File: src/rtl/rsrc_pkg.sv
// Shared types, codes and state update functions of the roller shutter relay controller.
package rsrc_pkg;

	localparam int unsigned REV_GAP_MS = 200;
	localparam int unsigned MS_PER_S   = 1000;
	localparam int unsigned ADDR_W     = 4;

	typedef enum logic [3:0] {
		OP_TICK       = 4'd0,
		OP_UP         = 4'd1,
		OP_DOWN       = 4'd2,
		OP_TOGGLE     = 4'd3,
		OP_STOP       = 4'd4,
		OP_IMP_UP     = 4'd5,
		OP_IMP_DOWN   = 4'd6,
		OP_SET_OPEN   = 4'd7,
		OP_SET_CLOSED = 4'd8
	} op_t;

	typedef enum logic [1:0] {
		REG_TRAVEL    = 2'd0,
		REG_PULSE     = 2'd1,
		REG_PAIR_STOP = 2'd2
	} reg_idx_t;

	localparam logic [1:0] DIR_STOP = 2'd0;
	localparam logic [1:0] DIR_UP   = 2'd1;
	localparam logic [1:0] DIR_DOWN = 2'd2;

	localparam logic [2:0] CMD_STOP     = 3'd0;
	localparam logic [2:0] CMD_IMP_UP   = 3'd3;
	localparam logic [2:0] CMD_IMP_DOWN = 3'd4;
	localparam logic [2:0] CMD_NONE     = 3'd5;

	typedef struct packed {
		logic [23:0] travel_ms;
		logic [19:0] pulse_ms;
		logic        pair_stop;
		logic [19:0] rev_ms;
	} cfg_t;

	typedef struct packed {
		logic [1:0]  motion;
		logic        prev_dir;
		logic        open_flag;
		logic [2:0]  cmd;
		logic        up_lvl;
		logic        dn_lvl;
		logic [23:0] travel_left;
		logic [19:0] pulse_left;
		logic [20:0] stop_left;
		logic [19:0] rev_left;
		logic [1:0]  rev_target;
		logic        imp_pending;
		logic [19:0] imp_len;
	} st_t;

	typedef struct packed {
		logic       relay_up;
		logic       relay_down;
		logic [1:0] direction;
		logic       position_open;
		logic [2:0] last_command;
		logic       travel_done;
	} res_t;

	localparam st_t ST_RESET = '{
		motion:      DIR_STOP,
		prev_dir:    1'b0,
		open_flag:   1'b1,
		cmd:         CMD_NONE,
		up_lvl:      1'b0,
		dn_lvl:      1'b0,
		travel_left: '0,
		pulse_left:  '0,
		stop_left:   '0,
		rev_left:    '0,
		rev_target:  DIR_STOP,
		imp_pending: 1'b0,
		imp_len:     '0
	};

	// Stop the shutter; in pulse mode the stopping relays are pulsed.
	function automatic st_t halt_motion(input st_t s, input cfg_t c);
		st_t r;
		r = s;
		r.cmd = CMD_STOP;
		if (s.motion != DIR_STOP) begin
			if (c.pulse_ms != '0) begin
				if (c.pair_stop) begin
					r.up_lvl = 1'b1;
					r.dn_lvl = 1'b1;
				end else if (s.motion == DIR_UP) begin
					r.up_lvl = 1'b1;
				end else begin
					r.dn_lvl = 1'b1;
				end
				r.pulse_left = c.pulse_ms;
			end else begin
				r.up_lvl = 1'b0;
				r.dn_lvl = 1'b0;
			end
			r.motion      = DIR_STOP;
			r.travel_left = '0;
		end
		return r;
	endfunction

	function automatic st_t start_motion(input st_t s, input logic [1:0] dir, input cfg_t c);
		st_t         r;
		logic [20:0] sum;
		r   = s;
		sum = {1'b0, s.imp_len} + {1'b0, c.pulse_ms};
		if (s.motion != DIR_STOP) begin
			r = halt_motion(s, c);
		end else begin
			r.up_lvl = (dir == DIR_UP);
			r.dn_lvl = (dir == DIR_DOWN);
			r.motion = dir;
			if (c.pulse_ms != '0)
				r.pulse_left = c.pulse_ms;
			if (s.imp_pending) begin
				if ({3'b000, sum} < c.travel_ms)
					r.stop_left = (sum == '0) ? 21'd1 : sum;
			end else begin
				r.cmd = {1'b0, dir};
			end
			if (s.rev_target == dir) begin
				r.rev_left   = '0;
				r.rev_target = DIR_STOP;
			end
			r.travel_left = (c.travel_ms == '0) ? 24'd1 : c.travel_ms;
		end
		return r;
	endfunction

	// A request against the current motion stops and schedules a reversal.
	function automatic st_t request_motion(input st_t s, input logic [1:0] dir, input cfg_t c);
		st_t r;
		r = s;
		if (s.motion != DIR_STOP) begin
			r = halt_motion(s, c);
			if (s.motion != dir) begin
				r.cmd        = {1'b0, dir};
				r.rev_left   = c.rev_ms;
				r.rev_target = dir;
			end
		end else begin
			r = start_motion(s, dir, c);
		end
		return r;
	endfunction

	function automatic st_t toggle_motion(input st_t s, input cfg_t c);
		st_t r;
		r = s;
		if (s.motion == DIR_UP) begin
			r.prev_dir = 1'b0;
			r = start_motion(r, DIR_DOWN, c);
		end else if (s.motion == DIR_DOWN) begin
			r.prev_dir = 1'b1;
			r = start_motion(r, DIR_UP, c);
		end else if (!s.prev_dir) begin
			r = start_motion(r, DIR_DOWN, c);
		end else begin
			r = start_motion(r, DIR_UP, c);
		end
		return r;
	endfunction

endpackage

File: src/rtl/rsrc_regs.sv
// Configuration register file with its APB-style access port.
module rsrc_regs import rsrc_pkg::*; (
	input  logic              clk,
	input  logic              arst_n,
	input  logic              psel,
	input  logic              penable,
	input  logic              pwrite,
	input  logic [ADDR_W-1:0] paddr,
	input  logic [31:0]       pwdata,
	output logic [31:0]       prdata,
	output logic              pready,
	output cfg_t              cfg
);

	logic [13:0] travel_s_q;
	logic [19:0] pulse_q;
	logic        pair_stop_q;
	logic [23:0] travel_ms_q;
	logic [19:0] rev_ms_q;
	logic        wr_en;
	reg_idx_t    idx;
	logic [23:0] travel_ms_new;
	logic [20:0] rev_sum;

	assign pready = 1'b1;
	assign wr_en  = psel & penable & pwrite;
	assign idx    = reg_idx_t'(paddr[ADDR_W-1:2]);

	// Derived durations are worked out once, when the register is written.
	assign travel_ms_new = {10'd0, pwdata[13:0]} * 24'(MS_PER_S);
	assign rev_sum       = 21'(REV_GAP_MS) + {1'b0, pwdata[19:0]};

	always_ff @(posedge clk or negedge arst_n) begin
		if (!arst_n) begin
			travel_s_q  <= 14'd60;
			travel_ms_q <= 24'(60 * MS_PER_S);
			pulse_q     <= '0;
			rev_ms_q    <= 20'(REV_GAP_MS);
			pair_stop_q <= 1'b0;
		end else if (wr_en) begin
			unique case (idx)
				REG_TRAVEL: begin
					travel_s_q  <= pwdata[13:0];
					travel_ms_q <= travel_ms_new;
				end
				REG_PULSE: begin
					pulse_q  <= pwdata[19:0];
					rev_ms_q <= rev_sum[20] ? 20'hFFFFF : rev_sum[19:0];
				end
				REG_PAIR_STOP: begin
					pair_stop_q <= pwdata[0];
				end
				default: begin
				end
			endcase
		end
	end

	always_comb begin
		unique case (idx)
			REG_TRAVEL:    prdata = {18'd0, travel_s_q};
			REG_PULSE:     prdata = {12'd0, pulse_q};
			REG_PAIR_STOP: prdata = {31'd0, pair_stop_q};
			default:       prdata = '0;
		endcase
	end

	assign cfg = '{
		travel_ms: travel_ms_q,
		pulse_ms:  pulse_q,
		pair_stop: pair_stop_q,
		rev_ms:    rev_ms_q
	};

endmodule

File: src/rtl/roller_shutter_relay_controller.sv
// Top level of the roller shutter relay controller: word handling and controller state.
//
// Usage. Input words arrive on in_valid/in_ready with fields op and action_ms.
// An op of zero is a 1 ms tick; the other codes are commands (up, down, toggle,
// stop, impulse up or down for action_ms, set open, set closed). For every
// accepted input word exactly one result word leaves on out_valid/out_ready,
// carrying both relay levels, the direction of motion, the recorded position,
// the last command code and a flag that marks the end of a travel.
// Timing: the whole state update runs between the controller state register
// and the result register, so the result is presented in the cycle after
// acceptance and a new word can be accepted on every cycle while the
// receiver keeps taking results. The rate is set by that one combinational
// pass through the tick and command handlers.
// Stalls: the result register is the only buffer. While it holds a word that
// the receiver has not taken, in_ready is low; it rises again in the same
// cycle that out_ready takes the waiting word, so flow is never broken.
// Reset: arst_n clears the controller to stopped, open, no command yet, all
// timers idle, and loads the registers with a 60 s travel time, no pulse mode
// and single-relay stopping. The APB-style port takes register writes at
// 0x0 (travel time, s), 0x4 (pulse time, ms) and 0x8 (stop both relays).
module roller_shutter_relay_controller import rsrc_pkg::*; (
	input  logic              clk,
	input  logic              arst_n,
	// configuration port
	input  logic              psel,
	input  logic              penable,
	input  logic              pwrite,
	input  logic [ADDR_W-1:0] paddr,
	input  logic [31:0]       pwdata,
	output logic [31:0]       prdata,
	output logic              pready,
	// input words
	input  logic              in_valid,
	output logic              in_ready,
	input  logic [3:0]        op,
	input  logic [19:0]       action_ms,
	// result words
	output logic              out_valid,
	input  logic              out_ready,
	output logic              relay_up,
	output logic              relay_down,
	output logic [1:0]        direction,
	output logic              position_open,
	output logic [2:0]        last_command,
	output logic              travel_done
);

	cfg_t cfg;
	st_t  st_q;
	st_t  st_nxt;
	res_t res_q;
	res_t res_nxt;
	logic out_valid_q;
	logic accept;

	rsrc_regs u_regs (
		.clk     (clk),
		.arst_n  (arst_n),
		.psel    (psel),
		.penable (penable),
		.pwrite  (pwrite),
		.paddr   (paddr),
		.pwdata  (pwdata),
		.prdata  (prdata),
		.pready  (pready),
		.cfg     (cfg)
	);

	// The result register may be refilled in the cycle its word is taken.
	assign in_ready = !out_valid_q || out_ready;
	assign accept   = in_valid && in_ready;

	// Next controller state for the word on the input. On a tick all four
	// timers count down together and those that reach zero are serviced in
	// the order travel, pulse, stop, reversal. A timer that an earlier
	// handler has reloaded on the same tick is no longer zero and so does not
	// fire.
	always_comb begin
		st_t        s;
		logic       ft;
		logic       fp;
		logic       fs;
		logic       fr;
		logic       done;
		logic [2:0] keep;
		logic [1:0] dir;

		s    = st_q;
		ft   = 1'b0;
		fp   = 1'b0;
		fs   = 1'b0;
		fr   = 1'b0;
		done = 1'b0;
		keep = st_q.cmd;
		dir  = DIR_STOP;

		if (op_t'(op) == OP_TICK) begin
			if (s.travel_left != '0) begin
				s.travel_left = s.travel_left - 24'd1;
				ft = (s.travel_left == '0);
			end
			if (s.pulse_left != '0) begin
				s.pulse_left = s.pulse_left - 20'd1;
				fp = (s.pulse_left == '0);
			end
			if (s.stop_left != '0) begin
				s.stop_left = s.stop_left - 21'd1;
				fs = (s.stop_left == '0);
			end
			if (s.rev_left != '0) begin
				s.rev_left = s.rev_left - 20'd1;
				fr = (s.rev_left == '0);
			end

			// End of travel: record where the shutter now is, keep the command.
			if (ft) begin
				keep = s.cmd;
				if (s.motion == DIR_UP) begin
					s.prev_dir  = 1'b0;
					s.open_flag = 1'b1;
				end else if (s.motion == DIR_DOWN) begin
					s.prev_dir  = 1'b1;
					s.open_flag = 1'b0;
				end
				s     = halt_motion(s, cfg);
				s.cmd = keep;
				done  = 1'b1;
			end
			if (fp && s.pulse_left == '0) begin
				s.up_lvl = 1'b0;
				s.dn_lvl = 1'b0;
			end
			// The scheduled stop of an impulse action.
			if (fs && s.stop_left == '0)
				s = halt_motion(s, cfg);
			// Restart after a reversal gap.
			if (fr && s.rev_left == '0) begin
				dir          = s.rev_target;
				s.rev_target = DIR_STOP;
				if (dir == DIR_UP || dir == DIR_DOWN)
					s = start_motion(s, dir, cfg);
			end
		end else begin
			s.imp_pending = 1'b0;
			unique case (op_t'(op))
				OP_UP:     s = request_motion(s, DIR_UP, cfg);
				OP_DOWN:   s = request_motion(s, DIR_DOWN, cfg);
				OP_TOGGLE: s = toggle_motion(s, cfg);
				OP_STOP:   s = halt_motion(s, cfg);
				OP_IMP_UP: begin
					s.imp_pending = 1'b1;
					s.imp_len     = action_ms;
					s             = request_motion(s, DIR_UP, cfg);
					s.cmd         = CMD_IMP_UP;
				end
				OP_IMP_DOWN: begin
					s.imp_pending = 1'b1;
					s.imp_len     = action_ms;
					s             = request_motion(s, DIR_DOWN, cfg);
					s.cmd         = CMD_IMP_DOWN;
				end
				OP_SET_OPEN: begin
					s.open_flag = 1'b1;
					s.cmd       = {1'b0, DIR_UP};
				end
				OP_SET_CLOSED: begin
					s.open_flag = 1'b0;
					s.cmd       = {1'b0, DIR_DOWN};
				end
				default: begin
				end
			endcase
		end

		st_nxt  = s;
		res_nxt = '{
			relay_up:      s.up_lvl,
			relay_down:    s.dn_lvl,
			direction:     s.motion,
			position_open: s.open_flag,
			last_command:  s.cmd,
			travel_done:   done
		};
	end

	always_ff @(posedge clk or negedge arst_n) begin
		if (!arst_n) begin
			st_q        <= ST_RESET;
			out_valid_q <= 1'b0;
		end else begin
			if (accept)
				st_q <= st_nxt;
			if (accept)
				out_valid_q <= 1'b1;
			else if (out_ready)
				out_valid_q <= 1'b0;
		end
	end

	// Result payload needs no reset; it is qualified by out_valid.
	always_ff @(posedge clk) begin
		if (accept)
			res_q <= res_nxt;
	end

	assign out_valid     = out_valid_q;
	assign relay_up      = res_q.relay_up;
	assign relay_down    = res_q.relay_down;
	assign direction     = res_q.direction;
	assign position_open = res_q.position_open;
	assign last_command  = res_q.last_command;
	assign travel_done   = res_q.travel_done;

endmodule
File: config.mk
export PLATFORM = sky130hd
export DESIGN_NAME = roller_shutter_relay_controller
export DESIGN_NICKNAME = d
export VERILOG_FILES = /design/src/rtl/rsrc_pkg.sv /design/src/rtl/rsrc_regs.sv /design/src/rtl/roller_shutter_relay_controller.sv
export SDC_FILE = /design/constraint.sdc
export NUM_CORES = 1
export LEC_CHECK = 0
export BUFFER_PORTS_ARGS = -buffer_cell sky130_fd_sc_hd__buf_2
export CORE_AREA = 2 2 174 176
export CTS_BUF_LIST = sky130_fd_sc_hd__clkbuf_8
export CTS_CLUSTER_DIAMETER = 80
export DETAILED_ROUTE_END_ITERATION = 6
export DIE_AREA = 0 0 176 178
export PLACE_DENSITY = 0.83
export SYNTH_ARGS = -nofsm -noshare
export SYNTH_HDL_FRONTEND = slang
export SYNTH_SLANG_ARGS = --single-unit
File: constraint.sdc
create_clock -name clk -period 9.24 [get_ports clk]
set_clock_uncertainty 0.15 [all_clocks]
set_input_delay 2.31 -clock clk [delete_from_list [all_inputs] [get_ports clk]]
set_output_delay 2.31 -clock clk [all_outputs]
set_load 0.05 [all_outputs]
==> summary.md <==
| Metric | Value |
|---|---|
| CP endpoint kind | `flip-flop` |
| Top cells by count, synth | `228 x nor2_1, 202 x nand2_1, 175 x dfrtp_1, 174 x a21oi_1, 148 x o21ai_0` |
| Clock Tree Root | `clkbuf_8` |
| WL/cell | `roughly 21 um` |
| Initial antenna violation count | `1` |
| Fraction of layout cells with a size suffix above 1 | `11.6%` |
| Number of global-route vias before repair | `between 15000 and 20000` |
| Hold Path Class | `flip-flop to flip-flop` |
| Port-buffer cells | `83` |
| Hold Violations, Final | `0` |
| Hold_buf cts | `0` |
| Power Density | `around 280 nW/um2` |
| Dpl cell area | `~19000 um2` |
| Post-route clock period utilization | `between 70 and 80%` |
| Measured slew at the worst slew-check pin | `roughly 1.1 ns` |
| Cts bufs inserted | `38` |
| Diode count | `0` |
| Layout overhead on the synthesized area | `6.91%` |
| Clock buffer depth | `3` |
| Synth area leader | `dfrtp_1` |
| Number of synthesized flops with an enable pin | `9` |
| DRT met1 WL | `around 24000 um` |
| Sequential area share after synthesis | `27.3%` |
| 1st-iter DRT viols | `around 2400` |
| TritonRoute pass-1 iters | `7` |
| Setup CP Type | `primary input to flip-flop` |
| Grt ovf | `0` |
| Final setup violation count | `0` |
| Ys flop type | `dfrtp_1` |
| Cells after Synth | `between 2000 and 2500` |
| WL met2 | `~25000 um` |
| Slew Limit Headroom | `25.7%` |
| Core area | `~29000 um2` |
| Die Width | `approximately 180 um` |
| Crit Path Max Fanout | `16` |
| TritonCTS clock tree | `built` |
| Postcts setup bufs | `0` |
| Total power | `5.54 mW` |
| Max Slew Vio Count | `0` |
| Htree depth | `2` |
| Max Cap Viol | `0` |
| Fin nets | `approximately 2500` |
| Die H | `178 um` |
| RSZ-0062 raised after global routing | `false` |
| Most frequent CP cell | `a21oi_1` |
| Clock transition at path regs | `0.06 ns` |
| Post-synth top area share | `a little under a quarter` |
| Slowest-stage cell, CP | `fa_1` |
| # DRC | `12` |
| Max Clock Freq | `147 MHz` |
| CTS Sinks | `between 200 and 250` |
| Detailed-route via count | `between 15000 and 20000` |
| Async S/R FF share, synth | `between 90% and 100%` |
| Most frequent cell after synthesis | `nor2_1` |
| Util after Layout | `just under 70%` |
| Violated checks | `DRC` |
| Top routing layer in use | `met5` |
| Total GRT Usage | `37.3%` |
| Worst skew pair latency | `approximately 0.58 ns` |
| Initial Util | `between 60 and 70%` |
| Final HPWL DP | `43100 um` |
| CP peak stage delay | `about 0.41 ns` |
| First-pass GRT wire length | `~90000 um` |
| Yosys warnings | `0` |
| Yosys cell types | `104` |
| Max IR drop VDD | `~0.17 mV` |
| Io pins | `between 100 and 150` |
| Post-Route Setup TNS | `0 ns` |
| DR vias/cell | `around 6.7` |
| Worst-path cell chain | `buf_2, ha_1, fa_1, a21o_1, a31oi_1, a2111oi_0, o31a_1, o211ai_1, nand2b_1, a21oi_1, xnor2_1, ha_1, a21o_1, a21oi_1, o21ai_0, a21oi_1, a2bb2oi_1, o21ai_1, buf_4, inv_1, o31a_1, a21oi_1, a311o_1` |
| CP required | `~9.5 ns` |
| Mean Syn Cell Area | `between 8 and 9 um2` |
| Metal3 WL | `approximately 6500 um` |
| Worst Setup Start Kind | `primary input` |
| GPL Wtd Cong | `1.03` |
| Worst path top cell family by delay | `compound AO/OA/AOI/OAI gates` |
| Cell Area, Synth | `18700 um2` |
| Rows | `63` |
| Synth top area cells | `dfrtp_1 23%, ha_1 9.5%, fa_1 5.1%, a21oi_1 4.7%, nor2_1 4.6%` |
| Die area | `approximately 31000 um2` |
| Static Leakage | `8.76 nW` |
| Fin area | `around 20000 um2` |
| Largest net degree at the start of global routing | `78` |
| WL final | `between 50000 and 60000 um` |
| Status | `finished, violations left` |
| Yosys reg bits | `around 200` |
| CP Data Arrival Time | `between 7 and 8 ns` |
| ANT nets after route | `0` |
| Final worst path period need | `a little under 7 ns` |
| Post-CTS sizing | `0` |
| Buf/Inv on CP | `3` |
[metal layers]
metal / up-vias / global-route usage, %
li1: 8231 / -
met1: 8613 / 51.8
met2: 1090 / 56.7
met3: 203 / 8.44
met4: 2 / 14.7
met5: - / 0
[power breakdown]
group          switching (mW)  leakage (nW)  internal, mW
combinational            1.89          5.86          1.24
clock                   0.416         0.425         0.444
sequential              0.422          2.47          1.12
total                    2.73          8.76          2.80
[sequential cells by signal, indices dropped and copies added (netlist names)]
register / flops
out_valid: 1
relay_down: 1
travel_done: 1
u_regs.pulse_q: 20
direction: 2
u_regs.travel_ms_q: 19
st_q: 117
u_regs.pair_stop_q: 1
position_open: 1
u_regs.travel_s_q: 14
u_regs.rev_ms_q: 20
relay_up: 1
last_command: 3
[stage by stage]
stage | hold WS (ns) | setup slack (ns) | cells
global placement | 0.298 | 2.06 | 2632
global route | 0.333 | 1.95 | 2702
finish | 0.317 | 2.42 | 2702
floorplan | 0.289 | 2.69 | 2262
detailed placement | 0.307 | 2.00 | 2632
CTS | 0.318 | 2.55 | 2702
[kinds of logic (layout without fill, tap and decap cells)]
group	after synthesis	after routing	share of synthesized area, %
and+or+nand+nor	809	809	22.0
adders and majority gates	191	191	14.7
xor gates and xnor gates	103	103	4.83
buffers and inverters	252	302	5.70
other	2	13	0.0402
muxes	70	70	4.06
DFF	201	201	27.3
AOI/OAI and AO/OA	623	623	21.3
[layout by cell type (no fill, tap or decap), types with 19 or more instances in the layout]
| master | instances |
|---|---|
| buf_4 | 20 |
| nand4_1 | 23 |
| ha_1 | 142 |
| xnor2_1 | 65 |
| a21o_1 | 30 |
| o21ai_0 | 147 |
| nor2_1 | 228 |
| mux2_2 | 45 |
| buf_2 | 82 |
| o22ai_1 | 30 |
| a21oi_1 | 174 |
| mux2i_1 | 25 |
| and3_1 | 21 |
| nor3_1 | 67 |
| fa_1 | 48 |
| or3_1 | 21 |
| nand3_1 | 53 |
| dfrtp_1 | 175 |
| nor4_1 | 33 |
| clkbuf_8 | 46 |
| a31oi_1 | 37 |
| inv_1 | 141 |
| and2_1 | 19 |
| nand2_1 | 202 |
| xor2_1 | 38 |
[path summary, 6_finish.rpt]
kind                                                  startpoint                                to  slack (ns)  cells after the start
worst max-delay path                                action_ms[0]              st_q[50]$_DFFE_PN0P_        2.42                     23
worst min-delay path            u_regs.travel_s_q[2]$_DFFE_PN1P_  u_regs.travel_s_q[2]$_DFFE_PN1P_        0.32                      2
worst max register to register     u_regs.pulse_q[0]$_DFFE_PN0P_              st_q[49]$_DFFE_PN0P_        3.17                     20
worst min register to register  u_regs.travel_s_q[2]$_DFFE_PN1P_  u_regs.travel_s_q[2]$_DFFE_PN1P_        0.32                      2
max in group asynchronous                                 arst_n  u_regs.travel_s_q[7]$_DFFE_PN0P_        5.89                      2
min in group asynchronous                                 arst_n              st_q[41]$_DFFE_PN0P_        1.63                      1
[layout make-up]
type                       instances  area, um2
inverter                         129        484
timing repair buffer             103        574
sequential                       201       5100
tap                              390        488
multi-input combinational       1809      12600
clock inverter                    25        111
fill                            2398       9450
clock buffer                      45        619
[tightest hold or removal path: cells and delay by family (launching register included)]
kind	cells	cell delay [ns]
DFF	1	0.37
and+or+nand+nor	2	0.10
No activity file was read; power rests on OpenSTA's default activity.
